[src/rtl/cka_pkg.sv]
// shared constants, operation and status codes and the control record
// passed along the cell chain; no dependencies
`timescale 1ns / 1ps
`default_nettype none
package cka_pkg;
	localparam int DATA_WIDTH = 32;

	localparam logic [2:0] FUNC_CMP = 3'd0;
	localparam logic [2:0] FUNC_ADD = 3'd1;
	localparam logic [2:0] FUNC_SUB = 3'd2;
	localparam logic [2:0] FUNC_MUL = 3'd3;
	localparam logic [2:0] FUNC_DIV = 3'd4;
	localparam logic [2:0] FUNC_MOD = 3'd5;
	localparam logic [2:0] FUNC_POW = 3'd6;

	localparam logic [1:0] ST_OK    = 2'd0;
	localparam logic [1:0] ST_RANGE = 2'd1;
	localparam logic [1:0] ST_ZERO  = 2'd2;

	typedef struct packed {
		logic [2:0] func;
		logic       direct;  // result already settled in the decode stage
		logic       neg;     // sign of the magnitude result
		logic [1:0] status;
	} ctl_t;
endpackage
`default_nettype wire

[src/rtl/cka_post.sv]
// final stage: sign, range check and output register
// depends on cka_pkg
`timescale 1ns / 1ps
`default_nettype none
module cka_post #(
	parameter int W = cka_pkg::DATA_WIDTH
) (
	input  wire               clk,
	input  wire               arst_n,
	input  wire               en,
	input  wire               valid_i,
	input  cka_pkg::ctl_t     ctl_i,
	input  wire  [W-1:0]      dvd_i,
	input  wire  [W-1:0]      rem_i,
	input  wire  [2*W-1:0]    prod_i,
	input  wire  [W-1:0]      acc_i,
	input  wire               povf_i,
	input  wire  [W-1:0]      dval_i,
	output logic              valid_q,
	output logic [W-1:0]      value_q,
	output logic [1:0]        status_q
);
	localparam logic [2*W-1:0] NEG_LIM = (2*W)'(1) << (W-1);
	localparam logic [2*W-1:0] POS_LIM = NEG_LIM - (2*W)'(1);

	logic [2*W-1:0] mag, lim;
	logic           ovf;
	logic [W-1:0]   res, val;
	logic [1:0]     st;

	assign lim = ctl_i.neg ? NEG_LIM : POS_LIM;

	always_comb begin
		case (ctl_i.func)
			cka_pkg::FUNC_MUL: mag = prod_i;
			cka_pkg::FUNC_DIV: mag = {{W{1'b0}}, dvd_i};
			cka_pkg::FUNC_MOD: mag = {{W{1'b0}}, rem_i};
			default:           mag = {{W{1'b0}}, acc_i};
		endcase
		ovf = (mag > lim) | ((ctl_i.func == cka_pkg::FUNC_POW) & povf_i);
		res = ctl_i.neg ? (~mag[W-1:0] + W'(1)) : mag[W-1:0];
		if (ctl_i.direct) begin
			st  = ctl_i.status;
			val = dval_i;
		end else begin
			st  = ovf ? cka_pkg::ST_RANGE : cka_pkg::ST_OK;
			val = ovf ? '0 : res;
		end
	end

	always_ff @(posedge clk or negedge arst_n) begin
		if (!arst_n) begin
			valid_q <= 1'b0;
		end else if (en) begin
			valid_q <= valid_i;
		end
	end

	always_ff @(posedge clk) begin
		if (en) begin
			value_q  <= val;
			status_q <= st;
		end
	end
endmodule
`default_nettype wire

[config.mk]
export PLATFORM = sky130hd
export DESIGN_NAME = cka_post
export DESIGN_NICKNAME = d
export VERILOG_FILES = /design/src/rtl/cka_pkg.sv /design/src/rtl/cka_post.sv
export SDC_FILE = /design/constraint.sdc
export NUM_CORES = 1
export LEC_CHECK = 0
export BUFFER_PORTS_ARGS = -buffer_cell sky130_fd_sc_hd__buf_2
export CORE_MARGIN = 2
export CORE_UTILIZATION = 40
export DETAILED_ROUTE_END_ITERATION = 6
export PLACE_DENSITY = 0.73
export SYNTH_ARGS = -nofsm -noshare
export SYNTH_HDL_FRONTEND = slang
export SYNTH_SLANG_ARGS = --single-unit
[constraint.sdc]
create_clock -name clk -period 0.9 [get_ports clk]
set_input_delay 0.045 -clock clk [delete_from_list [all_inputs] [get_ports clk]]
set_output_delay 0.045 -clock clk [all_outputs]
set_load 0.02 [all_outputs]
Word level (Yosys, flattened, before mapping)
Index checks and enable logic that the tools add are counted.
- logic and storage cells: 19
- flip-flop bits (word level): 35
- bits of input ports: 204
- magnitude comparators: 1
- equal/unequal tests: 4
- bitwise gates (word level): 3
- add/subtract/negate cells: 1
- muxes and demuxes: 7
- operator list (operator ; number):
    $pmux 64 s3 ; 1
    $mux 32 ; 4
    $gt 64x32->1 ; 1
    $add 32x1->32 const B ; 1
    $not 32->32 ; 1
    $eq 3x3->1 const B ; 3
    $eq 3x2->1 const B ; 1
    $mux 2 ; 1
    $and 1x1->1 ; 1
    $mux 1 ; 1
    $or 1x1->1 ; 1

Depth between registers and ports, before layout
- depth in word-level cells: 7
- mapped depth: 17

Least setup slack after synthesis
OpenSTA, ideal clock, no wires.
- path kind: input-to-reg
- from: in ctl_i[6] in the netlist's numbering
- to: reg value_q[0] (data pin)
- required time: 0.747 ns
- setup time: 0.153 ns
- path slack: -2.551 ns
- arrival time: 3.298 ns
- stages on the path: 16
- buffers on the path: 5
- cell sequence: buf_4 -> nand2b_1 -> buf_2 -> buf_1 -> clkbuf_1 -> o22ai_1 -> a21oi_1 -> ha_1 -> a21o_1 -> a221o_1 -> a221oi_1 -> o21ai_0 -> o32a_1 -> a211o_1 -> clkbuf_1 -> o21ai_0
- word-level cells in the longest chain between the ends: 7
- elaborated cells between the ends (all ways): 13
- ends and longest elaborated chain (item ; line ; RTL):
    from (decl) ; cka_post.sv:12 ; input cka_pkg::ctl_t ctl_i,
    branches (longest 5 deep; another with $gt 64x32->1) ; n/a ;
    $mux 32 (*) ; cka_post.sv:47 ; val = ovf ? '0 : res;
    $mux 32 (*) ; cka_post.sv:42 ; if (ctl_i.direct) begin
    net val[0] ; cka_post.sv:28 ; logic [W-1:0] res, val;
    to (signal assigned) ; cka_post.sv:61 ; value_q <= val;
    to (decl) ; cka_post.sv:20 ; output logic [W-1:0] value_q,
Mark *: on every way through the listed nets, which the timed path passes.
A chain may end at the register's enable or synchronous reset.

Final worst setup path
- from: in ctl_i[5] in the netlist's numbering
- to: reg value_q[29] (data pin)
Same word-level chain as after synthesis.

==> run metrics <==
post-synthesis cell type count=between 70 and 80; Clk pwr share=about 15%; Final period util=325.2%; final hold viol count=0; Post-Synthesis Cells=about 500; TNS Setup=-63180 ps; fraction of registers with async set/reset=about 2.9%; final RePlAce weighted congestion=between 0.9 and 1; final instance area=about 8000 um2; largest net degree at the start of global routing=35; Die Span Y=about 110 um; top cells by area, synth=edfxtp_1 (23%), ha_1 (9.5%), xor2_1 (5.2%), nand2_1 (4.7%), a21oi_1 (3.9%); CP max stage cell=or4b_4; EDFF count, synth=34; Synth Area in Compound Gates=between 20 and 30%; H-tree depth=2; GRT overflow=0; clock slew at reported path FFs=about 70 ps; crit path buf inv count=3; cell taking the most area after synthesis=edfxtp_1; share of layout cells above drive strength 1=between 50% and 60%; Placed Area=between 6000 and 7000 um2; Peak VDD IR=roughly 900 uV; simple-gate share of the synthesized area=roughly 25%; row cnt=38; layout net count=1137; status=finished, violations left; Syn Area/Cell=8.492 um2; Cell Area, Synth=between 4000 and 5000 um2; CP delay by family, top=simple AND/OR/NAND/NOR gates; TritonCTS Buffers=5; HPWL Detailed=around 14000 um; via count=5892; failing checks=setup timing; wire per inst=between 15 and 20 um; Rel. slew slack=59.54%; FMAX=between 300 and 400 MHz; DRC Markers=0; min Tclk post-route=a little under 3000 ps; Routed WL=roughly 19000 um; WHS=about 35 ps; Synth Register Bits=35; CTS tree=done; synthesis warning total=0; sw frac=a little under two fifths; worst endpoint required time=940 ps; Reg2Reg Setup Slack=between 150 and 200 ps; Iter 0 DRT Violations=360; Slew @ Worst Pin=602.8 ps; PortBufs=between 200 and 250; CTS Buffer Depth=2; part of the power in combinational logic=around three fifths; Post-Synth XOR/XNOR Area=6.417%; gr usage total=30.93%; initial antenna violation count=2; P_leak=0.003681 uW; PD cells=974.1 nW/um2; Worst Path Arrival=roughly 3000 ps; # setup viols final=33; drt pass-1 iters=5; post-synthesis mux area share=0.2590%; Worst-Skew Late Latency=about 290 ps; CP max stage delay=580 ps; global-route wire length before repair=28410 um; Yosys top cell area share=23.48%; post-placement cell count=982; clk_skew=0 ps; area delta synth->final=84.23%; Die Width=between 100 and 150 um; Final ANT Viol Nets=0; Most used DFF post-synth=edfxtp_1; CP Launch Type=input port; Seq pwr share=26.6%; CTS Root Cell=clkbuf_8; unrepaired setup endpoints after global routing=yes; final std cells w/o fill=approximately 1000; largest family of logic cells by synthesized area=compound AO/OA/AOI/OAI gates; vias in the first global route=about 5900; crit path kind=input port to flip-flop; Crit Path Max Fanout=8; post-synth net total=roughly 750; Seq/Total Area, Yosys=roughly a quarter; initial core utilization=40.46%; switching pwr=between 2000 and 3000 uW; Critical Path Sink Type=flip-flop; core area=10750 um2; Hold Crit Class=input port to flip-flop; crit-path cells=buf_12 -> or3b_4 -> buf_4 -> buf_6 -> o211a_4 -> a22o_1 -> or4b_4 -> or4_4 -> o31ai_4 -> xor2_1 -> o21ai_2; Internal=a little under 5000 uW; die area=roughly 12000 um2; final setup margin=-2027 ps; clock sink total=35; Via density=5.655; max-slew violation count=0; I/O pins=between 200 and 250; Adder-Cell Fraction of Synth Area=under 10%; maxcap violations=0
-- through the flow --
stage	total power (uW)	setup WS [ps]	utilization, %
detailed placement	5733	-2477	62.52
finish	7802	-2027	74.55
global route	8239	-2071	74.52
CTS	7510	-1829	72.03
global placement	5624	-2344	62.52
floorplan	4020	-1939	-
-- registers in the layout (all words and copies together) (netlist names) --
name / count
value_q: 32
status_q: 2
valid_q: 1
-- power by group through the flow --
stage,sequential [uW],clock [uW],combinational [uW]
floorplan,2350,0,1670
global placement,2090,0,3530
detailed placement,2100,0,3630
CTS,2070,1180,4260
global route,2090,1250,4900
finish,2080,1170,4550
-- cells in the final DEF, fill, tap and decap left out, drive strengths merged, types with 6 or more instances in the layout --
master / instances
nand3: 12
o211a: 6
nand2: 55
o221ai: 14
or4bb: 14
nand4: 11
o41ai: 6
a221oi: 6
inv: 15
clkbuf: 7
ha: 33
nand4bb: 10
o31ai: 11
o211ai: 6
a311oi: 6
buf: 415
edfxtp: 34
o22ai: 8
o21a: 6
o21ai: 47
nor4: 11
o32ai: 6
nor2: 24
a21oi: 34
nand2b: 12
xor2: 27
-- area by class of cell --
class	instances	area [um2]
Inverter	15	61.31
Clock inverter	1	5.005
Multi-Input combinational cell	426	3717
Clock buffer	7	86.33
Antenna cell	1	2.502
Sequential cell	35	1046
Timing Repair Buffer	417	2917
Tap cell	140	175.2
Fill cell	804	2735
-- cell usage after synthesis (8+ instances only) --
master / number
buf_2: 12
inv_1: 13
nor4_1: 11
a21oi_1: 34
o22ai_1: 8
nand4bb_1: 10
nand2_1: 55
xor2_1: 26
clkbuf_1: 18
nand4_1: 9
o221ai_1: 14
nand3_1: 12
o31ai_1: 10
o21ai_1: 17
or4bb_1: 14
ha_1: 33
edfxtp_1: 34
o21ai_0: 30
nand2b_1: 12
nor2_1: 24
-- path summary, 6_finish.rpt --
path,start,to,cells after the start
worst max-delay path,ctl_i[5],value_q[29]$_DFFE_PP_,11
worst min-delay path,dval_i[6],value_q[6]$_DFFE_PP_,3
worst max register to register,valid_q$_DFFE_PN0P_,valid_q$_DFFE_PN0P_,1
worst min register to register,valid_q$_DFFE_PN0P_,valid_q$_DFFE_PN0P_,1
max in group asynchronous,arst_n,valid_q$_DFFE_PN0P_,2
min in group asynchronous,arst_n,valid_q$_DFFE_PN0P_,2
-- layer usage --
metal  wire [um]  up-vias  GRT usage [%]
met5          11        -              0
met4         521        2          12.09
met3        1151       43          4.822
met2        9315      264          55.21
met1        7689     2770          37.14
li1            -     2813              -
-- repair_timing --
action / 4_1_cts / 5_1_grt
gates cloned: 6 / 0
setup buffers: 33 / 10
endpoints found under the hold margin: 2 / 0
hold buffers: 2 / 0
gates resized for setup: 106 / 40
endpoints found under the setup margin: 34 / 41
pin swaps: 41 / 14
-- cells by family (layout without fill, tap and decap cells) --
logic type / count (synthesis) / count (layout)
buf+inv: 51 / 440
compound gates: 182 / 182
mux: 1 / 1
fa+ha+maj: 33 / 33
other cells: 0 / 1
simple gates: 179 / 179
flops: 35 / 35
xor+xnor: 31 / 31
(Power assumes the default switching activity.)
