--- src/rtl/cka_pkg.sv ---
// shared constants, operation and status codes and the control record
// passed along the cell chain; no dependencies
`timescale 1ns / 1ps
`default_nettype none
package cka_pkg;
	localparam int DATA_WIDTH = 32;

	localparam logic [2:0] FUNC_CMP = 3'd0;
	localparam logic [2:0] FUNC_ADD = 3'd1;
	localparam logic [2:0] FUNC_SUB = 3'd2;
	localparam logic [2:0] FUNC_MUL = 3'd3;
	localparam logic [2:0] FUNC_DIV = 3'd4;
	localparam logic [2:0] FUNC_MOD = 3'd5;
	localparam logic [2:0] FUNC_POW = 3'd6;

	localparam logic [1:0] ST_OK    = 2'd0;
	localparam logic [1:0] ST_RANGE = 2'd1;
	localparam logic [1:0] ST_ZERO  = 2'd2;

	typedef struct packed {
		logic [2:0] func;
		logic       direct;  // result already settled in the decode stage
		logic       neg;     // sign of the magnitude result
		logic [1:0] status;
	} ctl_t;
endpackage
`default_nettype wire

--- src/rtl/cka_cell.sv ---
// one chain cell: a restoring divide step, a shift-add multiply step
// and one power multiply step; depends on cka_pkg
`timescale 1ns / 1ps
`default_nettype none
module cka_cell #(
	parameter int W   = cka_pkg::DATA_WIDTH,
	parameter int IDX = 0
) (
	input  wire               clk,
	input  wire               arst_n,
	input  wire               en,
	input  wire               valid_i,
	input  cka_pkg::ctl_t     ctl_i,
	input  wire  [W-1:0]      ma_i,
	input  wire  [W-1:0]      mb_i,
	input  wire  [W-1:0]      dvd_i,
	input  wire  [W-1:0]      rem_i,
	input  wire  [2*W-1:0]    prod_i,
	input  wire  [W-1:0]      acc_i,
	input  wire               povf_i,
	input  wire  [W-1:0]      dval_i,
	output logic              valid_q,
	output cka_pkg::ctl_t     ctl_q,
	output logic [W-1:0]      ma_q,
	output logic [W-1:0]      mb_q,
	output logic [W-1:0]      dvd_q,
	output logic [W-1:0]      rem_q,
	output logic [2*W-1:0]    prod_q,
	output logic [W-1:0]      acc_q,
	output logic              povf_q,
	output logic [W-1:0]      dval_q
);
	localparam logic [W-1:0]   IDX_V   = W'(IDX);
	localparam logic [2*W-1:0] POW_LIM = (2*W)'(1) << (W-1);

	logic [W-1:0]   rem_sh;
	logic           ge;
	logic [2*W-1:0] full;
	logic           pstep;

	// remainder stays below the divisor, so its top bit is always clear
	assign rem_sh = {rem_i[W-2:0], dvd_i[W-1]};
	assign ge     = rem_sh >= mb_i;
	assign full   = {{W{1'b0}}, acc_i} * {{W{1'b0}}, ma_i};
	assign pstep  = IDX_V < mb_i;

	always_ff @(posedge clk or negedge arst_n) begin
		if (!arst_n) begin
			valid_q <= 1'b0;
		end else if (en) begin
			valid_q <= valid_i;
		end
	end

	always_ff @(posedge clk) begin
		if (en) begin
			ctl_q  <= ctl_i;
			ma_q   <= ma_i;
			mb_q   <= mb_i;
			dval_q <= dval_i;
			dvd_q  <= {dvd_i[W-2:0], ge};
			rem_q  <= ge ? (rem_sh - mb_i) : rem_sh;
			prod_q <= mb_i[IDX] ? (prod_i + ({{W{1'b0}}, ma_i} << IDX)) : prod_i;
			acc_q  <= pstep ? full[W-1:0] : acc_i;
			povf_q <= povf_i | (pstep & (full > POW_LIM));
		end
	end
endmodule
`default_nettype wire

--- config.mk ---
export PLATFORM = sky130hd
export DESIGN_NAME = cka_cell
export DESIGN_NICKNAME = d
export VERILOG_FILES = /design/src/rtl/cka_pkg.sv /design/src/rtl/cka_cell.sv
export SDC_FILE = /design/constraint.sdc
export NUM_CORES = 2
export LEC_CHECK = 0
export BUFFER_PORTS_ARGS = -buffer_cell sky130_fd_sc_hd__buf_4
export CORE_ASPECT_RATIO = 0.9
export CORE_MARGIN = 2
export CORE_UTILIZATION = 62
export DETAILED_ROUTE_END_ITERATION = 10
export GPL_TIMING_DRIVEN = 0
export PLACE_DENSITY = 0.94
export SYNTH_ARGS = -nofsm -noshare
export SYNTH_HDL_FRONTEND = slang
export SYNTH_SLANG_ARGS = --single-unit
--- constraint.sdc ---
create_clock -name clk -period 0.8 [get_ports clk]
set_input_delay 0.24 -clock clk [delete_from_list [all_inputs] [get_ports clk]]
set_output_delay 0.24 -clock clk [all_outputs]
set_load 0.01 [all_outputs]
==> summary.txt, run 1 <==
Die
  – Chip Height: 265.0 µm
  – DIE WIDTH: 294.0 µm
  – # IOs: approximately 530
  – Starting Density: 0.6278
  – Rows: 95

Synth
  – #FFs+latches synth: 265
  – Async S/R FF share, synth: 0.003774
  – Cell taking the most area after synthesis: fa_1
  – Largest cells by area after synthesis: fa_1, edfxtp_1, ha_1, inv_1, and2_1
  – Netlist cell types: 91
  – Syn avg cell area: 9.734 µm²
  – Cells after Synth: 4822
  – Synth Net Count: 6315
  – Yosys warning total: 0
  – Post-synth top area share: 0.3830
  – Post-synth EDFFs: 264
  – Mapped Area: 46940 µm²
  – Prevailing post-synth register cell: edfxtp_1
  – Seq/Total Area, Yosys: 0.1694

Global routing
  – Grt total ovfl: 113
  – Pin count of the biggest net entering global routing: 136
  – GRT Overall Usage: 0.7261

Placed design
  – Buffers added on ports: 531
  – HPWL Detailed: 144.2 mm
  – GPL Wtd Cong: 1.080

Status
  – Exit stage: global routing (5_1_grt)
  – First Err: [ERROR GRT-0232] Routing congestion too high. Check the congestion heatmap in the GUI.
  – Status: stopped before the end

Clock tree
  – Max Buffers Root-to-Sink: 3
  – Num CTS Buffers: 29
  – CTS sink cnt: 265
  – CTS Root Cell: clkbuf_16
  – H-tree lvl count: 1

Timing
  – Worst EP post-GRT repair: povf_q$_DFFE_PP_/D
  – Worst EP kind: register data pin
==> what timing repair did <==
action                                  4_1_cts
hold buffers                                183
buffers inserted                             20
endpoints found under the hold margin       229
pin swaps                                    62
endpoints found under the setup margin      525
gates resized for setup                     436
cloned                                        1
==> cells in the mapped netlist, drive strengths merged, types with 24 or more instances <==
library cell  number
inv              960
fa               898
nand2            683
and2             463
ha               327
edfxtp           264
clkbuf           211
a21oi            127
nor2              92
o21ai             88
xnor2             85
mux2              82
a21o              57
nand3             46
nand4             43
xor2              41
buf               33
nor3              33
nor4              24
==> cells by family after synthesis <==
group                    Yosys count  share of synthesized area
AO/OA/AOI/OAI                    447                    0.06368
XOR/XNOR                         126                    0.02351
adder cells (fa/ha/maj)         1225                     0.4702
buffers and inverters           1204                    0.09828
flip-flops                       265                     0.1694
multiplexers                      85                    0.02031
AND/OR/NAND/NOR                 1470                     0.1546
==> routing by layer <==
layer	overflow	global-route usage
met3	7	0.6265
met5	0	0.3446
met2	42	0.8607
met1	6	0.7368
met4	58	0.6576
==> metrics by stage <==
stage	instance area, µm²	cells	hold WS (ps)	worst slack [ps]
CTS	58270	6581	-59.86	-6995
detailed placement	53700	6325	50.95	-8493
global placement	53640	6323	46.74	-8461
floorplan	48440	4822	-55.59	-6507
==> inputs of run 2 (changes only) <==
--- a/config.mk
+++ b/config.mk
@@ -6,12 +6,11 @@
 export NUM_CORES = 2
 export LEC_CHECK = 0
 export BUFFER_PORTS_ARGS = -buffer_cell sky130_fd_sc_hd__buf_4
-export CORE_ASPECT_RATIO = 0.9
 export CORE_MARGIN = 2
-export CORE_UTILIZATION = 62
+export CORE_UTILIZATION = 40
 export DETAILED_ROUTE_END_ITERATION = 10
 export GPL_TIMING_DRIVEN = 0
-export PLACE_DENSITY = 0.94
+export PLACE_DENSITY_LB_ADDON = 0.15
 export SYNTH_ARGS = -nofsm -noshare
 export SYNTH_HDL_FRONTEND = slang
 export SYNTH_SLANG_ARGS = --single-unit
==> run 2 against run 1 <==
Effect of this change: the flow now finishes, with violations (hold timing, setup timing); synthesized cell count unchanged; area after synthesis unchanged.
==> summary.txt, run 2 <==
Worst hold path
  – Hold Crit Class: input port to flip-flop
  – Hold Path End: prod_q[30]
  – Hold depth: 2
  – Startpoint of the worst hold path: prod_i[30]

Critical path
  – Reg2reg end: valid_q
  – Crit-path slowest cell: fa_2
  – Critical setup path kind: input port to flip-flop
  – Crit path launch type: input port
  – Most used cell, CP: fa_1
  – Critical Path RT: between 1000 and 1500 ps
  – Reg2Reg Depth: 1
  – Critical path arrival: slightly above 8000 ps
  – CP bufs+invs: 6
  – Levels on crit path: 26
  – Setup slack, reg-to-reg: approximately 30 ps
  – Worst Setup End Kind: flip-flop
  – Worst path max stage delay: 610 ps
  – Largest delay share family, worst path: adder cells
  – CP max FO: 10
  – Reg2reg start: valid_q

Clock tree
  – CTS Root Cell: clkbuf_16
  – Clock Pin Slew Worst Setup and Hold Paths: 60 ps
  – Max Buffers Root-to-Sink: 3
  – H-tree lvl count: 1
  – Num CTS Buffers: 28
  – Worst-Skew Late Latency: approximately 610 ps
  – CTS tree: built
  – CTS sink cnt: between 200 and 300

Detailed routing
  – Post-route DRC violation count: 0
  – WL final: 190.3 mm
  – Wire per inst: 26.13 µm
  – DRT Pass-1 Iters: 5
  – First-iteration detailed-routing DRC count: 2829
  – Vias per cell: 5.354
  – DR vias: roughly 40000
  – Final ANT Viol Nets: 0

Status
  – Status: finished with violations
  – Failing checks: hold timing, setup timing

Cells and area
  – Most flops, register: prod_q
  – Commonest non-fill, non-tap cell in the layout: inv_1
  – Area of the multi-input gates: 36830 µm²
  – FF/Latch Area: 7953 µm²
  – Fillers: around 11000
  – Finished Core Util: 0.5329
  – Most frequent cells in the layout: inv_1, fa_1, nand2_1
  – Final instance area: 62010 µm²
  – Largest register FFs: 64
  – # nets final: 7220
  – Layout area overhead: 32.12%
  – Share of cells above drive strength 1: 0.2454

Synth
  – Count leader, synth: inv_1
  – #FFs+latches synth: 265
  – Synth Net Count: 6315
  – Yosys warning total: 0
  – Mapped Area: 46940 µm²
  – Post-synth top area share: 0.3830
  – Largest cells by area after synthesis: fa_1, edfxtp_1, ha_1, inv_1, and2_1
  – Post-synth top cells: inv_1, fa_1, nand2_1, and2_1, ha_1
  – Syn avg cell area: 9.734 µm²
  – Netlist cell types: 91
  – Seq/Total Area, Yosys: 0.1694
  – Cells after Synth: roughly 4800
  – Cell taking the most area after synthesis: fa_1
  – Post-synth EDFFs: around 260
  – Prevailing post-synth register cell: edfxtp_1
  – Async S/R FF share, synth: 0.003774

Timing
  – Final Cycle Share: 9.927
  – Final Max Slew Viols: 0
  – Worst relative slew slack: 0.2956
  – Max frequency: 0.1259 GHz
  – Clock period minus worst slack: between 7000 and 8000 ps
  – Hold Fails Final Rpt: 28
  – RSZ-0062 raised after global routing: true
  – Setup clock skew after layout: 0 ps
  – Setup violations, final: 546
  – WHS: -32.33 ps
  – Fin worst setup slack: -7142 ps
  – Worst-Margin Slew: about 1000 ps

Placed design
  – GPL Wtd Cong: approximately 1
  – Buffers added on ports: between 500 and 600
  – HPWL Detailed: 155.1 mm
  – Placed cell area: 54390 µm²

Global routing
  – Met1 usage: 0.3846
  – First-pass GRT wire length: 277.3 mm
  – GRT Overall Usage: 0.3151
  – Pin count of the biggest net entering global routing: 120
  – Initial antenna violation count: 29
  – Vias in the first global route: 41210
  – Global Route met3 Usage: 0.05796
  – Grt total ovfl: 0
  – M2 GR Usage: 0.5383
  – Gr busiest metal: met2

Die
  – Chip Height: 346.6 µm
  – DIE WIDTH: 346.6 µm
  – Rows: 125
  – Starting Density: 0.4034
  – Die ar.: ~120000 µm²
  – Core area: 116400 µm²
  – # IOs: 533

Job
  – Max-cap viol count: 0
==> run 2: metal layers <==
metal	vias up	share of wire
met5	-	0.00027
met4	8	0.060
met3	397	0.084
met2	1736	0.48
met1	20040	0.38
li1	16810	-
==> run 2: through the flow <==
step | cells | setup WS [ps] | setup TNS (ps)
floorplan | 4822 | -6507 | -307280
global placement | 6877 | -8943 | -1051930
detailed placement | 6879 | -8930 | -622450
CTS | 7204 | -7073 | -512560
global route | 7278 | -7336 | -532010
finish | 7282 | -7142 | -498420
==> run 2: area by class of cell <==
| class | instances | area share |
|---|---|---|
| buffer | 239 | 0.04818 |
| timing repair buffer | 880 | 0.1249 |
| multi-input combinational | 3353 | 0.5940 |
| inverter | 960 | 0.05823 |
| tap | 1524 | 0.03075 |
| antenna | 9 | 0.0003632 |
| sequential | 265 | 0.1282 |
| clock buffer | 31 | 0.01148 |
| clock inverter | 21 | 0.003874 |
==> run 2: how the worst max path moves through the flow <==
stage / slack, ps / endpoint / start
detailed placement: -8930 / povf_q / ma_i[11]
global route: -7340 / povf_q / ma_i[20]
finish: -7140 / povf_q / ma_i[28]
floorplan: -6510 / povf_q / ma_i[11]
global placement: -8940 / povf_q / ma_i[11]
CTS: -7070 / povf_q / ma_i[18]
==> run 2: cells by family after synthesis <==
group / count (synthesis) / synth area share
multiplexers: 85 / 0.02031
buffers and inverters: 1204 / 0.09828
XOR/XNOR: 126 / 0.02351
adder cells (fa/ha/maj): 1225 / 0.4702
flip-flops: 265 / 0.1694
AO/OA/AOI/OAI: 447 / 0.06368
AND/OR/NAND/NOR: 1470 / 0.1546
==> run 2: what timing repair did <==
| action | 4_1_cts | 5_1_grt |
|---|---|---|
| pin swaps | 94 | 82 |
| cloned | 3 | 4 |
| hold buffers | 201 | 5 |
| endpoints found under the hold margin | 258 | 62 |
| setup endpoints to repair | 553 | 607 |
| buffers inserted | 71 | 66 |
| resized for setup | 590 | 232 |
Power of run 2 is not shown: default switching activity piles up to over one toggle a cycle in this logic, so the estimate is an artifact.
