$ cat config.mk
export PLATFORM = sky130hd
export DESIGN_NAME = cka_prep
export DESIGN_NICKNAME = d
export VERILOG_FILES = /design/src/rtl/cka_pkg.sv /design/src/rtl/cka_prep.sv
export SDC_FILE = /design/constraint.sdc
export NUM_CORES = 1
export LEC_CHECK = 0
export BUFFER_PORTS_ARGS = -buffer_cell sky130_fd_sc_hd__buf_2
export CAP_MARGIN = 0
export CORE_ASPECT_RATIO = 0.75
export CORE_UTILIZATION = 35
export CTS_CLUSTER_SIZE = 28
export DETAILED_ROUTE_END_ITERATION = 6
export PLACE_DENSITY_LB_ADDON = 0.08
export RECOVER_POWER = 25
export SYNTH_ARGS = -nofsm -noshare
export SYNTH_HDL_FRONTEND = slang
export SYNTH_SLANG_ARGS = --single-unit
$ cat constraint.sdc
create_clock -name clk -period 0.9 [get_ports clk]
set_input_delay 0.045 -clock clk [delete_from_list [all_inputs] [get_ports clk]]
set_output_delay 0.045 -clock clk [all_outputs]
set_load 0.005 [all_outputs]
$ cat src/rtl/cka_pkg.sv
// shared constants, operation and status codes and the control record
// passed along the cell chain; no dependencies
`timescale 1ns / 1ps
`default_nettype none
package cka_pkg;
	localparam int DATA_WIDTH = 32;

	localparam logic [2:0] FUNC_CMP = 3'd0;
	localparam logic [2:0] FUNC_ADD = 3'd1;
	localparam logic [2:0] FUNC_SUB = 3'd2;
	localparam logic [2:0] FUNC_MUL = 3'd3;
	localparam logic [2:0] FUNC_DIV = 3'd4;
	localparam logic [2:0] FUNC_MOD = 3'd5;
	localparam logic [2:0] FUNC_POW = 3'd6;

	localparam logic [1:0] ST_OK    = 2'd0;
	localparam logic [1:0] ST_RANGE = 2'd1;
	localparam logic [1:0] ST_ZERO  = 2'd2;

	typedef struct packed {
		logic [2:0] func;
		logic       direct;  // result already settled in the decode stage
		logic       neg;     // sign of the magnitude result
		logic [1:0] status;
	} ctl_t;
endpackage
`default_nettype wire

$ cat src/rtl/cka_prep.sv
// decode stage: magnitudes, compare/add/sub and all special cases
// depends on cka_pkg
`timescale 1ns / 1ps
`default_nettype none
module cka_prep #(
	parameter int W = cka_pkg::DATA_WIDTH
) (
	input  wire               clk,
	input  wire               arst_n,
	input  wire               en,
	input  wire               valid_i,
	input  wire  [2:0]        func,
	input  wire  [W-1:0]      operand_a,
	input  wire  [W-1:0]      operand_b,
	output logic              valid_s1,
	output cka_pkg::ctl_t     ctl_s1,
	output logic [W-1:0]      ma_s1,
	output logic [W-1:0]      mb_s1,
	output logic [W-1:0]      dval_s1
);
	localparam logic [W-1:0] MIN_V = {1'b1, {(W-1){1'b0}}};
	localparam logic [W-1:0] ONE_V = W'(1);
	localparam logic [W-1:0] WCNT  = W'(W);

	logic [W-1:0]  ma, mb;
	logic [W:0]    sum, diff;
	logic [W-1:0]  cmp_v;
	cka_pkg::ctl_t ctl;
	logic [W-1:0]  dval;

	assign ma   = operand_a[W-1] ? (~operand_a + ONE_V) : operand_a;
	assign mb   = operand_b[W-1] ? (~operand_b + ONE_V) : operand_b;
	assign sum  = {operand_a[W-1], operand_a} + {operand_b[W-1], operand_b};
	assign diff = {operand_a[W-1], operand_a} - {operand_b[W-1], operand_b};
	assign cmp_v = (operand_a == operand_b) ? '0 :
		($signed(operand_a) < $signed(operand_b)) ? '1 : ONE_V;

	always_comb begin
		ctl.func   = func;
		ctl.direct = 1'b1;
		ctl.neg    = 1'b0;
		ctl.status = cka_pkg::ST_OK;
		dval       = '0;
		case (func)
			cka_pkg::FUNC_CMP: dval = cmp_v;
			cka_pkg::FUNC_ADD: begin
				if (sum[W] ^ sum[W-1]) ctl.status = cka_pkg::ST_RANGE;
				else dval = sum[W-1:0];
			end
			cka_pkg::FUNC_SUB: begin
				if (diff[W] ^ diff[W-1]) ctl.status = cka_pkg::ST_RANGE;
				else dval = diff[W-1:0];
			end
			cka_pkg::FUNC_MUL: begin
				ctl.direct = 1'b0;
				ctl.neg    = operand_a[W-1] ^ operand_b[W-1];
			end
			cka_pkg::FUNC_DIV: begin
				if (operand_b == '0) ctl.status = cka_pkg::ST_ZERO;
				else if (operand_a == MIN_V && operand_b == '1) ctl.status = cka_pkg::ST_RANGE;
				else begin
					ctl.direct = 1'b0;
					ctl.neg    = operand_a[W-1] ^ operand_b[W-1];
				end
			end
			cka_pkg::FUNC_MOD: begin
				if (operand_b == '0) ctl.status = cka_pkg::ST_ZERO;
				else begin
					ctl.direct = 1'b0;
					ctl.neg    = operand_a[W-1];
				end
			end
			cka_pkg::FUNC_POW: begin
				if (operand_b == '0) dval = ONE_V;
				else if (operand_a == '0) begin
					if (operand_b[W-1]) ctl.status = cka_pkg::ST_ZERO;
				end else if (operand_a == ONE_V) dval = ONE_V;
				else if (operand_a == '1) dval = operand_b[0] ? '1 : ONE_V;
				else if (operand_b[W-1]) dval = '0;
				// base magnitude of two or more overflows past this exponent
				else if (mb >= WCNT) ctl.status = cka_pkg::ST_RANGE;
				else begin
					ctl.direct = 1'b0;
					ctl.neg    = operand_a[W-1] & operand_b[0];
				end
			end
			default: ;
		endcase
	end

	always_ff @(posedge clk or negedge arst_n) begin
		if (!arst_n) begin
			valid_s1 <= 1'b0;
		end else if (en) begin
			valid_s1 <= valid_i;
		end
	end

	always_ff @(posedge clk) begin
		if (en) begin
			ctl_s1  <= ctl;
			ma_s1   <= ma;
			mb_s1   <= mb;
			dval_s1 <= dval;
		end
	end
endmodule
`default_nettype wire

# Word level (Yosys, flattened, before mapping)
# Cells that the tools add are included.
totals:
  register_bits: 104
  inputBits: 71
op_classes:
  add_sub_neg: 4
  magnitude_cmp: 2
  n_eq_ne: 11
  muxes: 31
  n_bitwise: 6
  reduce_logical: 4
ops:
  columns: ["operator", "n"]
  rows:
  - ["$mux W32", 10]
  - ["$pmux W32 S4", 1]
  - ["$eq A32 B32 Y1 const B", 3]
  - ["$add A32 B1 Y32 const B", 2]
  - ["$logic_not A32 Y1", 2]
  - ["$not A32 Y32", 2]
  - ["$add A32 B32 Y33", 1]
  - ["$sub A32 B32 Y33", 1]
  - ["$eq A32 B1 Y1 const B", 1]
  - ["$eq A32 B32 Y1", 1]
  - ["$ge A32 B6 Y1 const B", 1]
  - ["$lt A32 B32 Y1", 1]
  - ["$mux W31", 1]
  - ["$mux W2", 9]
  - ["$mux W4", 4]
  - ["$pmux W2 S5", 1]
  - ["$eq A3 B3 Y1 const B", 3]
  - ["$pmux W2 S4", 1]
  - ["$eq A3 B2 Y1 const B", 2]
  - ["$mux W1", 4]
  - ["$eq A3 B1 Y1 const B", 1]
  - ["$logic_not A3 Y1", 1]
  - ["$xor A1 B1 Y1", 3]
  - ["$and A1 B1 Y1", 1]
  - ["$logic_and A1 B1 Y1", 1]

# Longest topological paths before layout
# Gate-level depths: netlist of run 1.
logic_depth:
  word_depth: 11
  mapped_depth: 21
  ltp_nobuf: 20

# Worst setup path after synthesis of run 1
# No wires, ideal clock.
synth_path:
  path_kind: "input -> register"
  from: "in operand_b[15]"
  to: "reg dval_s1[25], data pin"
  setup_ns: 0.152
  t_arrival_ns: 4.190
  required_time_ns: 0.748
  path_slack_ns: -3.442
  stages: 18
  path_buffers: 4
  path_cell_list: "clkbuf_1 > inv_1 > ha_1 > clkbuf_1 > inv_1 > nand3_1 > or3b_2 > o41ai_1 > a21o_1 > a31oi_1 > o21ai_0 > nand2_1 > ha_1 > or3_1 > clkbuf_1 > clkbuf_1 > o41a_1 > o21ai_0"
synth_via:
  elab_chain_cells: 4
  word_cells_on_any_way: 13
  cone_classes: "2 x add/sub; 1 x order compare; 1 x eq/ne; 6 x mux; 2 x bitwise; 1 x reduce/logical"
synth_lines:
  columns: ["element", "line_no", "text"]
  rows:
  - ["start, declared", "cka_prep.sv:14", "input wire [W-1:0] operand_b,"]
  - ["$sub A32 B32 Y33 (tied with other cells)", "cka_prep.sv:34", "assign diff = {operand_a[W-1], operand_a} - {operand_b[W-1], operand_b};"]
  - ["$xor A1 B1 Y1 (tied with other cells)", "cka_prep.sv:51", "if (diff[W] ^ diff[W-1]) ctl.status = cka_pkg::ST_RANGE;"]
  - ["$mux W32, on equally long branches", "cka_prep.sv:51, cka_prep.sv:35, cka_prep.sv:47", null]
  - ["$pmux W32 S4 *", "cka_prep.sv:44", "case (func)"]
  - ["net dval[25]", "cka_prep.sv:29", "logic [W-1:0] dval;"]
  - ["end signal, assigned", "cka_prep.sv:104", "dval_s1 <= dval;"]
  - ["end, declared", "cka_prep.sv:19", "output logic [W-1:0] dval_s1"]
# The timed path passes the listed nets; every way through them passes the cells marked *.
# A chain may end at the register's enable or synchronous reset.

# Worst setup path in the final report of run 1
layout_path:
  from: "in operand_b[0]"
  to: "reg dval_s1[16], data pin"
layout_via:
  elab_chain_cells: 6
  word_cells_on_any_way: 17
  cone_classes: "2 x add/sub; 1 x order compare; 1 x eq/ne; 10 x mux; 2 x bitwise; 1 x reduce/logical"
layout_lines:
  columns: ["element", "line_no"]
  rows:
  - ["branches (longest 5 deep; another with $sub A32 B32 Y33)", null]
  - ["$pmux W32 S4 *", "cka_prep.sv:44"]
  - ["net dval[16]", "cka_prep.sv:29"]
# Mark *: on every way through the listed nets, which the timed path passes.

==> results.toml, run 1 <==
[status]
status = "complete, but fails checks"
failed_checks = "setup timing"

[synthesis]
synth_cell_types = 76
yosysSeqAreaShare_pct = 34.3
synth_area_mm2 = 0.00908
synth-seq-cells = 104
synth_area_leader_cell = "edfxtp_1"
synth_edf_count = 103
yosysTopAreaCellShare_pct = 34.1
synthCells = 1004
yosys_most_used_dff = "edfxtp_1"
ys_top_cells_by_area = "edfxtp_1 (34%), ha_1 (9.9%), xnor2_1 (5.8%), o21ai_0 (3.6%), inv_1 (3.1%)"
synthArstFlopShare_pct = 0.962
syn_nets = 1149
yosys-top-cells-count = "edfxtp_1 (103), inv_1 (74), ha_1 (72), nor2_1 (70), o21ai_0 (65)"
avgSynthCellArea_um2 = 9.04
synth.most_common_cell = "edfxtp_1"
yosys_warnings = 0

[cells_and_area]
drive_gt1_share_pct = 58.3
antenna_cells = 0
finalNetCount = 1739
area_growth_pct = 82.5

[clock_network]
numCtsBuffers = 9
clkLatencyLatePin_ps = 370
cts_tree = "yes"
cts_root_buf = "clkbuf_16"
cts.sinks = 104
cts_buffer_depth = 2
clk_pin_slew_ps = 80
htree_levels = 3

[sta]
hold_viol = 0
tightest_slew_ps = 647
skew_ps = 0
fin_crit_ps = 3550
fin_crit_sh_pct = 394
timing.fmax_ghz = 0.282
slew_headroom_pct = 56.9
finalSetupViolCount = 193
slew_viol_final = 0
fin_tns_setup_ps = -137380
finalWorstSetupSlack_ps = -2650
hold_ws_ps = 15.4
rsz0062_at_grt = "true"

[placed_design]
post-dp-hpwl_um = 29800
pre_cts_ws_ps = -3180
port-buffer-count = 174
gp_congestion = 0.932

[worst_setup_path]
path_max_fanout = 7
cpPeakStageDelay_ps = 450
crit_arrival_ps = 3770
cp.required_ps = 1120
end_kind = "flip-flop"
cp-start-kind = "input port"
path_cells = "buf_4 > ha_1 > buf_4 > fa_1 > nor2b_1 > o21ai_2 > nand4bb_1 > nand3b_1 > o41ai_4 > a21o_1 > a31oi_2 > o21ai_1 > nand2_1 > ha_2 > buf_6 > or3_4 > nor4_2 > a2111oi_1 > o21ai_1"
cp_slowest_cell = "or3_4"
cp_top_family = "simple AND/OR/NAND/NOR gates"
rrSetupSlack_ps = 170
critPathKind = "input port to flip-flop"
critPathBufInv = 3

[power]
power.leakage_uw = 0.00721
vdd_drop_max_mv = 0.972
finalPower_uw = 18600
pwr_density_cell_mw_per_mm2 = 1120

[global_route]
grt_pass1_wl_um = 58600
grt_overflow = 0
grt_use_total_pct = 29.0
grt_max_degree = 46
grt_antenna_before_repair = 0
grt_pass1_vias = 10528

[routing]
via_per_inst = 5.45
first_iter_violations = 631
drt-pass1-iter-count = 5
wire_per_inst_um = 20.6
vias = 10565
finalWirelength_um = 39900
drc = 0
ant_nets = 0

[die]
num_io_pins = 175
dieArea_mm2 = 0.0266
fp.dieW_um = 188
initial_core_util_pct = 36.0
fp.dieH_um = 141
num_rows = 50
core_mm2 = 0.0252

[hold_path]
hold_class = "input port to flip-flop"

[flow_run]
drv_cap = 0
-- through the flow --
step                      instances  utilization, %  area [um2]
after floorplan                1004               -        9970
after detailed placement       1853            54.9       13800
after global routing           1937            65.7       16600
after global placement         1853            54.9       13800
after CTS                      1927            62.5       15800
final                          1937            65.7       16600
-- report_power, final --
| part | switching [uW] | internal, uW |
|---|---|---|
| clock | 2080 | 1940 |
| combinational | 4240 | 4210 |
| sequential | 130 | 5980 |
-- final cells by class --
| type | count | area [um2] |
|---|---|---|
| fill | 2065 | 8650 |
| multi-input combinational | 769 | 7390 |
| timing repair buffer | 636 | 5000 |
| sequential | 104 | 3120 |
| tap | 338 | 423 |
| inverter | 74 | 330 |
| clock buffer | 9 | 225 |
| clock inverter | 7 | 66.3 |
-- cells in the final DEF, fill, tap and decap left out, drive strengths merged, types with 12 or more instances in the layout --
cell type,netlist,final
ha,72,72
a211oi,13,13
o41ai,19,19
clkbuf,52,13
edfxtp,103,103
buf,6,627
o21ai,66,66
inv,74,76
nor4,16,16
xnor2,60,60
a21o,27,27
nor3,32,32
nand2,59,59
a21oi,54,54
nor2b,12,12
o221a,13,13
nand3,25,25
o21bai,12,12
nand4,28,28
a221oi,20,20
nor2,70,70
o31ai,25,25
-- final timing paths --
kind / depth (start not counted) / endpoint / startpoint
min in group asynchronous: 3 / valid_s1$_DFFE_PN0P_ / arst_n
worst max-delay path: 19 / dval_s1[16]$_DFFE_PP_ / operand_b[0]
worst min-delay path: 2 / ctl_s1[5]$_DFFE_PP_ / func[1]
worst min register to register: 1 / valid_s1$_DFFE_PN0P_ / valid_s1$_DFFE_PN0P_
max in group asynchronous: 3 / valid_s1$_DFFE_PN0P_ / arst_n
worst max register to register: 1 / valid_s1$_DFFE_PN0P_ / valid_s1$_DFFE_PN0P_
-- state kept, by name (all words and copies together), names as in the netlist --
register	count
ma_s1	32
mb_s1	32
ctl_s1	7
dval_s1	32
valid_s1	1
-- cells by family (layout without fill, tap and decap cells) --
| family | after synthesis | count (layout) | synth area share (%) |
|---|---|---|---|
| compound gates | 328 | 328 | 25.9 |
| simple gates | 300 | 301 | 17.2 |
| buf+inv | 132 | 726 | 5.68 |
| flops | 104 | 104 | 34.3 |
| fa+ha+maj | 74 | 74 | 10.4 |
| xor+xnor | 62 | 62 | 5.98 |
| mux | 4 | 4 | 0.469 |
-- routing by layer --
| layer | GRT usage (%) | share of wire [%] |
|---|---|---|
| met1 | 38.3 | 44 |
| met2 | 48.7 | 48 |
| met3 | 5.34 | 6.8 |
| met4 | 7.36 | 1.7 |
| met5 | 0 | 0 |
-- repair_timing --
item	4_1_cts	5_1_grt
hold buffers	5	0
resized for setup	232	169
buffers inserted	89	24
gates cloned	8	0
pin swaps	91	110
endpoints found under the hold margin	4	0
endpoints found under the setup margin	196	198
(Power assumes the default switching activity.)
==> run 2: changes to the inputs <==
--- a/config.mk
+++ b/config.mk
@@ -16,3 +16,4 @@
 export SYNTH_ARGS = -nofsm -noshare
 export SYNTH_HDL_FRONTEND = slang
 export SYNTH_SLANG_ARGS = --single-unit
+export TNS_END_PERCENT = 20
==> run 2 against run 1 <==
  * The run still ends with setup timing left
  * Final cell count shrank 1.8%
  * Largest cell class unchanged
  * Utilization shrank 3.2 points
  * Setup slack gained 45 ps
  * Combinational power shrank 4.6%
  * Sequential share of layout area grew 0.97 points
  * Largest power group unchanged
  * Wire length shrank 2.6%
  * Non-clock buffer count shrank 37
  * Flip-flop and latch count is the same
==> results.toml, run 2 (synthesized netlist as in run 1, its figures left out) <==
[status]
status = "complete, but fails checks"
failed_checks = "setup timing"

[routing]
drc = 0
drt-pass1-iter-count = 5
via_per_inst = 5.51
first_iter_violations = 732
ant_nets = 0
wire_per_inst_um = 20.4
finalWirelength_um = 38800
vias = 10476

[placed_design]
port-buffer-count = 174
place_area_mm2 = 0.0132
gp_congestion = 0.923
post-dp-hpwl_um = 29400
dp_cells = 1829

[die]
num_rows = 50
dieArea_mm2 = 0.0266
initial_core_util_pct = 36.0
num_io_pins = 175
core_mm2 = 0.0252
fp.dieW_um = 188
fp.dieH_um = 141

[hold_path]
hold_class = "input port to flip-flop"
hold_start = "operand_b[17]"

[sta]
timing.fmax_ghz = 0.286
finalWorstSetupSlack_ps = -2600
tightest_slew_ps = 721
hold_viol = 0
slew_headroom_pct = 51.9
rsz0062_at_grt = "true"
fin_crit_ps = 3500
slew_viol_final = 0
finalSetupViolCount = 173
fin_crit_sh_pct = 389
skew_ps = 0

[clock_network]
clkLatencyLatePin_ps = 370
cts_buffer_depth = 2
cts_tree = "yes"
cts.sinks = 104
clk_pin_slew_ps = 80
numCtsBuffers = 9
htree_levels = 3
cts_root_buf = "clkbuf_16"

[worst_setup_path]
crit_arrival_ps = 3730
startpoint = "operand_b[7]"
r2r_start = "valid_s1$_DFFE_PN0P_"
cp-start-kind = "input port"
cp_slowest_cell = "a221o_1"
end_kind = "flip-flop"
critPathKind = "input port to flip-flop"
cpPeakStageDelay_ps = 390
path_cells = "buf_4 > inv_4 > ha_4 > buf_6 > buf_4 > or2_2 > a31oi_1 > nor2_4 > a221o_1 > a21o_1 > a31o_4 > nand4_1 > a31o_2 > ha_4 > or3_4 > buf_12 > buf_16 > o221a_4 > o21ai_1"
path_max_fanout = 8
cp.required_ps = 1130

[cells_and_area]
drive_gt1_share_pct = 54.4
stdcell_count = 1902
finalNetCount = 1703
top_regs = "dval_s1 (32), ma_s1 (32), mb_s1 (32)"
final_cell_area_mm2 = 0.0157
area_growth_pct = 73.5
final_common_cell = "buf_4"
layout_common_cells = "buf_4 (364), buf_2 (155), edfxtp_1 (103)"

[power]
p_int_uw = 12400
switchingPower_uw = 6210
power.leakage_uw = 0.00683
power_frac_comb_pct = 43.2
p_seq_share_pct = 32.9
switching_share_pct = 33.3
vdd_drop_max_mv = 1.06
finalPower_uw = 18600
p_clk_share_pct = 23.9
pwr_density_cell_mw_per_mm2 = 1180

[global_route]
grt_pass1_vias = 10190
grt_use_total_pct = 28.3
grt_overflow = 0
grt_antenna_before_repair = 1
grt_pass1_wl_um = 57300
grt_max_degree = 44

[flow_run]
drv_cap = 0
## run 2: worst paths after layout
kind,end,slack (ps),cells after the start
max in group asynchronous,valid_s1$_DFFE_PN0P_,300,3
worst min-delay path,mb_s1[17]$_DFFE_PP_,70,3
min in group asynchronous,valid_s1$_DFFE_PN0P_,500,3
worst max register to register,valid_s1$_DFFE_PN0P_,170,1
worst min register to register,valid_s1$_DFFE_PN0P_,510,1
worst max-delay path,dval_s1[4]$_DFFE_PP_,-2600,19
## run 2: layer usage
layer	GRT usage, %	vias up	routed length, um
met5	0	-	0
met4	6.80	0	658
met3	4.90	44	2350
met2	48.4	368	18900
met1	37.2	5105	16900
li1	-	4959	-
## run 2: cell type report
| class | instances | area, um2 |
|---|---|---|
| fill | 2139 | 9460 |
| antenna | 1 | 2.50 |
| tap | 338 | 423 |
| timing repair buffer | 599 | 4580 |
| inverter | 74 | 308 |
| clock buffer | 9 | 225 |
| sequential | 104 | 3120 |
| clock inverter | 7 | 106 |
| multi-input combinational | 770 | 6990 |
## run 2: critical path, delay by kind of cell
| family | cells | cell delay [ps] |
|---|---|---|
| compound gates | 7 | 1650 |
| buf+inv | 6 | 760 |
| fa+ha+maj | 2 | 420 |
| simple gates | 4 | 820 |
## run 2: power groups by stage
stage	combinational, uW	clock (uW)	sequential (uW)
2_1_floorplan	2870	0	6310
3_3_place_gp	6410	0	6230
3_5_place_dp	6430	0	6230
4_1_cts	7500	4580	6130
5_1_grt	8590	4730	6170
6_report	8060	4460	6120
## run 2: through the flow
step | TNS, ps | utilization, % | hold slack, ps | setup WS [ps]
finish | -133310 | 62.5 | 67.3 | -2600
global route | -143210 | 62.5 | 63.5 | -2720
CTS | -128190 | 60.0 | 61.2 | -2600
detailed placement | -180270 | 52.4 | -179 | -3250
global placement | -178600 | 52.4 | -180 | -3180
floorplan | -138240 | - | -251 | -2870
## run 2: repair_timing
| action | in CTS | in global routing |
|---|---|---|
| resized for setup | 260 | 106 |
| setup buffers | 28 | 18 |
| pin swaps | 77 | 84 |
| setup endpoints to repair | 195 | 199 |
| hold endpoints to repair | 4 | 0 |
| hold buffers | 5 | 0 |
| gates cloned | 7 | 1 |
==> run 3: changes to the inputs <==
==> constraint.sdc (replaced) <==
create_clock -name clk -period 3.7 [get_ports clk]
set_input_delay 0.185 -clock clk [delete_from_list [all_inputs] [get_ports clk]]
set_output_delay 0.185 -clock clk [all_outputs]
set_load 0.005 [all_outputs]
==> run 3 against run 2 <==
  * The run now ends clean
  * Setup slack improved by 2700 ps
  * Die area did not move
  * Register-to-register slack improved by 2800 ps
  * Utilization is 10 points lower
  * Non-clock buffer count decreased by 179
  * Largest power group unchanged
  * Flip-flop and latch count unchanged
  * Global-route usage decreased by 2.6 points
  * Clock skew did not move
  * Highest routed layer unchanged
  * Final area fell by 16%
  * Power is 77% lower
  * Final cell count shrank 9.5%
==> results.toml, run 3 (synthesized netlist as in run 1, its figures left out) <==
[sta]
timing.fmax_ghz = 0.277
finalSetupViolCount = 0
fin_crit_ps = 3620
skew_ps = 0
finalWorstSetupSlack_ps = 84.9
hold_viol = 0
rsz0062_at_grt = "true"
tightest_slew_ps = 819
slew_viol_final = 0
hold_ws_ps = 47.1
fin_tns_setup_ps = 0
slew_headroom_pct = 45.4
fin_crit_sh_pct = 97.7

[power]
power.leakage_uw = 0.00556
pwr_density_cell_mw_per_mm2 = 318
vdd_drop_max_mv = 0.234
finalPower_uw = 4200

[global_route]
grt_max_degree = 63
grt_pass1_wl_um = 52400
grt_use_total_pct = 25.7
grt_overflow = 0
grt_antenna_before_repair = 1
grt_pass1_vias = 9266

[die]
num_io_pins = 175
fp.dieH_um = 141
core_mm2 = 0.0252
dieArea_mm2 = 0.0266
initial_core_util_pct = 36.0
num_rows = 50
fp.dieW_um = 188

[routing]
drt-pass1-iter-count = 5
vias = 9589
ant_nets = 0
first_iter_violations = 811
wire_per_inst_um = 20.6
finalWirelength_um = 35400
via_per_inst = 5.57
drc = 0

[clock_network]
cts.sinks = 104
htree_levels = 3
cts_buffer_depth = 2
cts_tree = "yes"
cts_root_buf = "clkbuf_16"
clk_pin_slew_ps = 80
clkLatencyLatePin_ps = 360
numCtsBuffers = 9

[worst_setup_path]
critPathKind = "input port to flip-flop"
end_kind = "flip-flop"
cp-start-kind = "input port"
crit_arrival_ps = 3850
cp.required_ps = 3930
path_max_fanout = 4

[hold_path]
hold_class = "input port to flip-flop"

[cells_and_area]
final_common_cell = "buf_4"
finalNetCount = 1522
layout_common_cells = "buf_4 (233), buf_2 (163), edfxtp_1 (103)"
fin_util_pct = 52.3
area_growth_pct = 45.3
top_regs = "dval_s1 (32), ma_s1 (32), mb_s1 (32)"
drive_gt1_share_pct = 40.4

[flow_run]
drv_cap = 0

[placed_design]
gp_congestion = 0.950
pre_cts_ws_ps = -589
port-buffer-count = 174
post-dp-hpwl_um = 28100

[status]
status = "completed"
==> run 3: changes by cell type in the layout (fill, tap and decap cells not counted), sizes merged <==
cell	change
buf	-174
clkinv	-3
dlygate4sd3	-3
inv	+3
or3	-2
bufbuf	-1
clkbuf	-1
==> run 3: routing by layer <==
metal  up-vias  part of all wire [%]  track usage [%]
met5         -                     0                0
met2       325                    48             43.9
met4         0                   1.5             5.39
met3        33                   6.2             4.67
li1       4569                     -                -
met1      4662                    44             33.9
==> run 3: worst paths after layout <==
| path | cells after the start | start | end | slack, ps |
|---|---|---|---|---|
| max | 20 | operand_a[0] | dval_s1[29]$_DFFE_PP_ | 80 |
| min | 2 | valid_i | valid_s1$_DFFE_PN0P_ | 50 |
| max reg2reg | 1 | valid_s1$_DFFE_PN0P_ | valid_s1$_DFFE_PN0P_ | 2960 |
| min reg2reg | 1 | valid_s1$_DFFE_PN0P_ | valid_s1$_DFFE_PN0P_ | 510 |
| max in group asynchronous | 2 | arst_n | valid_s1$_DFFE_PN0P_ | 3510 |
| min in group asynchronous | 2 | arst_n | valid_s1$_DFFE_PN0P_ | 100 |
==> run 3: metrics by stage <==
step | instance area (um2) | cells
5_1_grt | 13200 | 1720
6_report | 13200 | 1721
3_5_place_dp | 12100 | 1682
3_3_place_gp | 12100 | 1682
4_1_cts | 12500 | 1703
2_1_floorplan | 9360 | 1004
==> run 3: layout make-up <==
class | count | area [um2]
antenna | 1 | 2.50
clock buffer | 9 | 225
clock inverter | 7 | 109
fill | 2415 | 12000
inverter | 74 | 295
multi-input combinational | 768 | 6090
sequential | 104 | 3120
tap | 338 | 423
timing repair buffer | 420 | 2920
==> run 3: critical path, stage by stage <==
cell and delay, ps:
buf_8 110, inv_4 50, ha_4 140, inv_2 50, fa_2 410, nand3_4 90, a21oi_4 60, nor4b_2 280
nor2_2 110, a221o_1 350, a21o_1 230, a31o_4 240, nand4_1 80, a31o_2 180, ha_4 210, or3_4 420
nor3_4 160, nor4b_2 70, mux2_4 280, o21ai_2 130
==> run 3: report_power, final <==
part | switching [uW] | internal (uW) | leakage, uW
registers | 32.2 | 1460 | 0.00101
clock network | 504 | 610 | 0.000164
logic | 854 | 744 | 0.00438
==> run 3: what timing repair did <==
item | 4_1_cts | 5_1_grt
hold buffers | 1 | 1
hold endpoints to repair | 1 | 1
pin swaps | 8 | 50
resized for setup | 20 | 107
setup buffers | 4 | 14
gates cloned | 0 | 2
setup endpoints to repair | 29 | 31
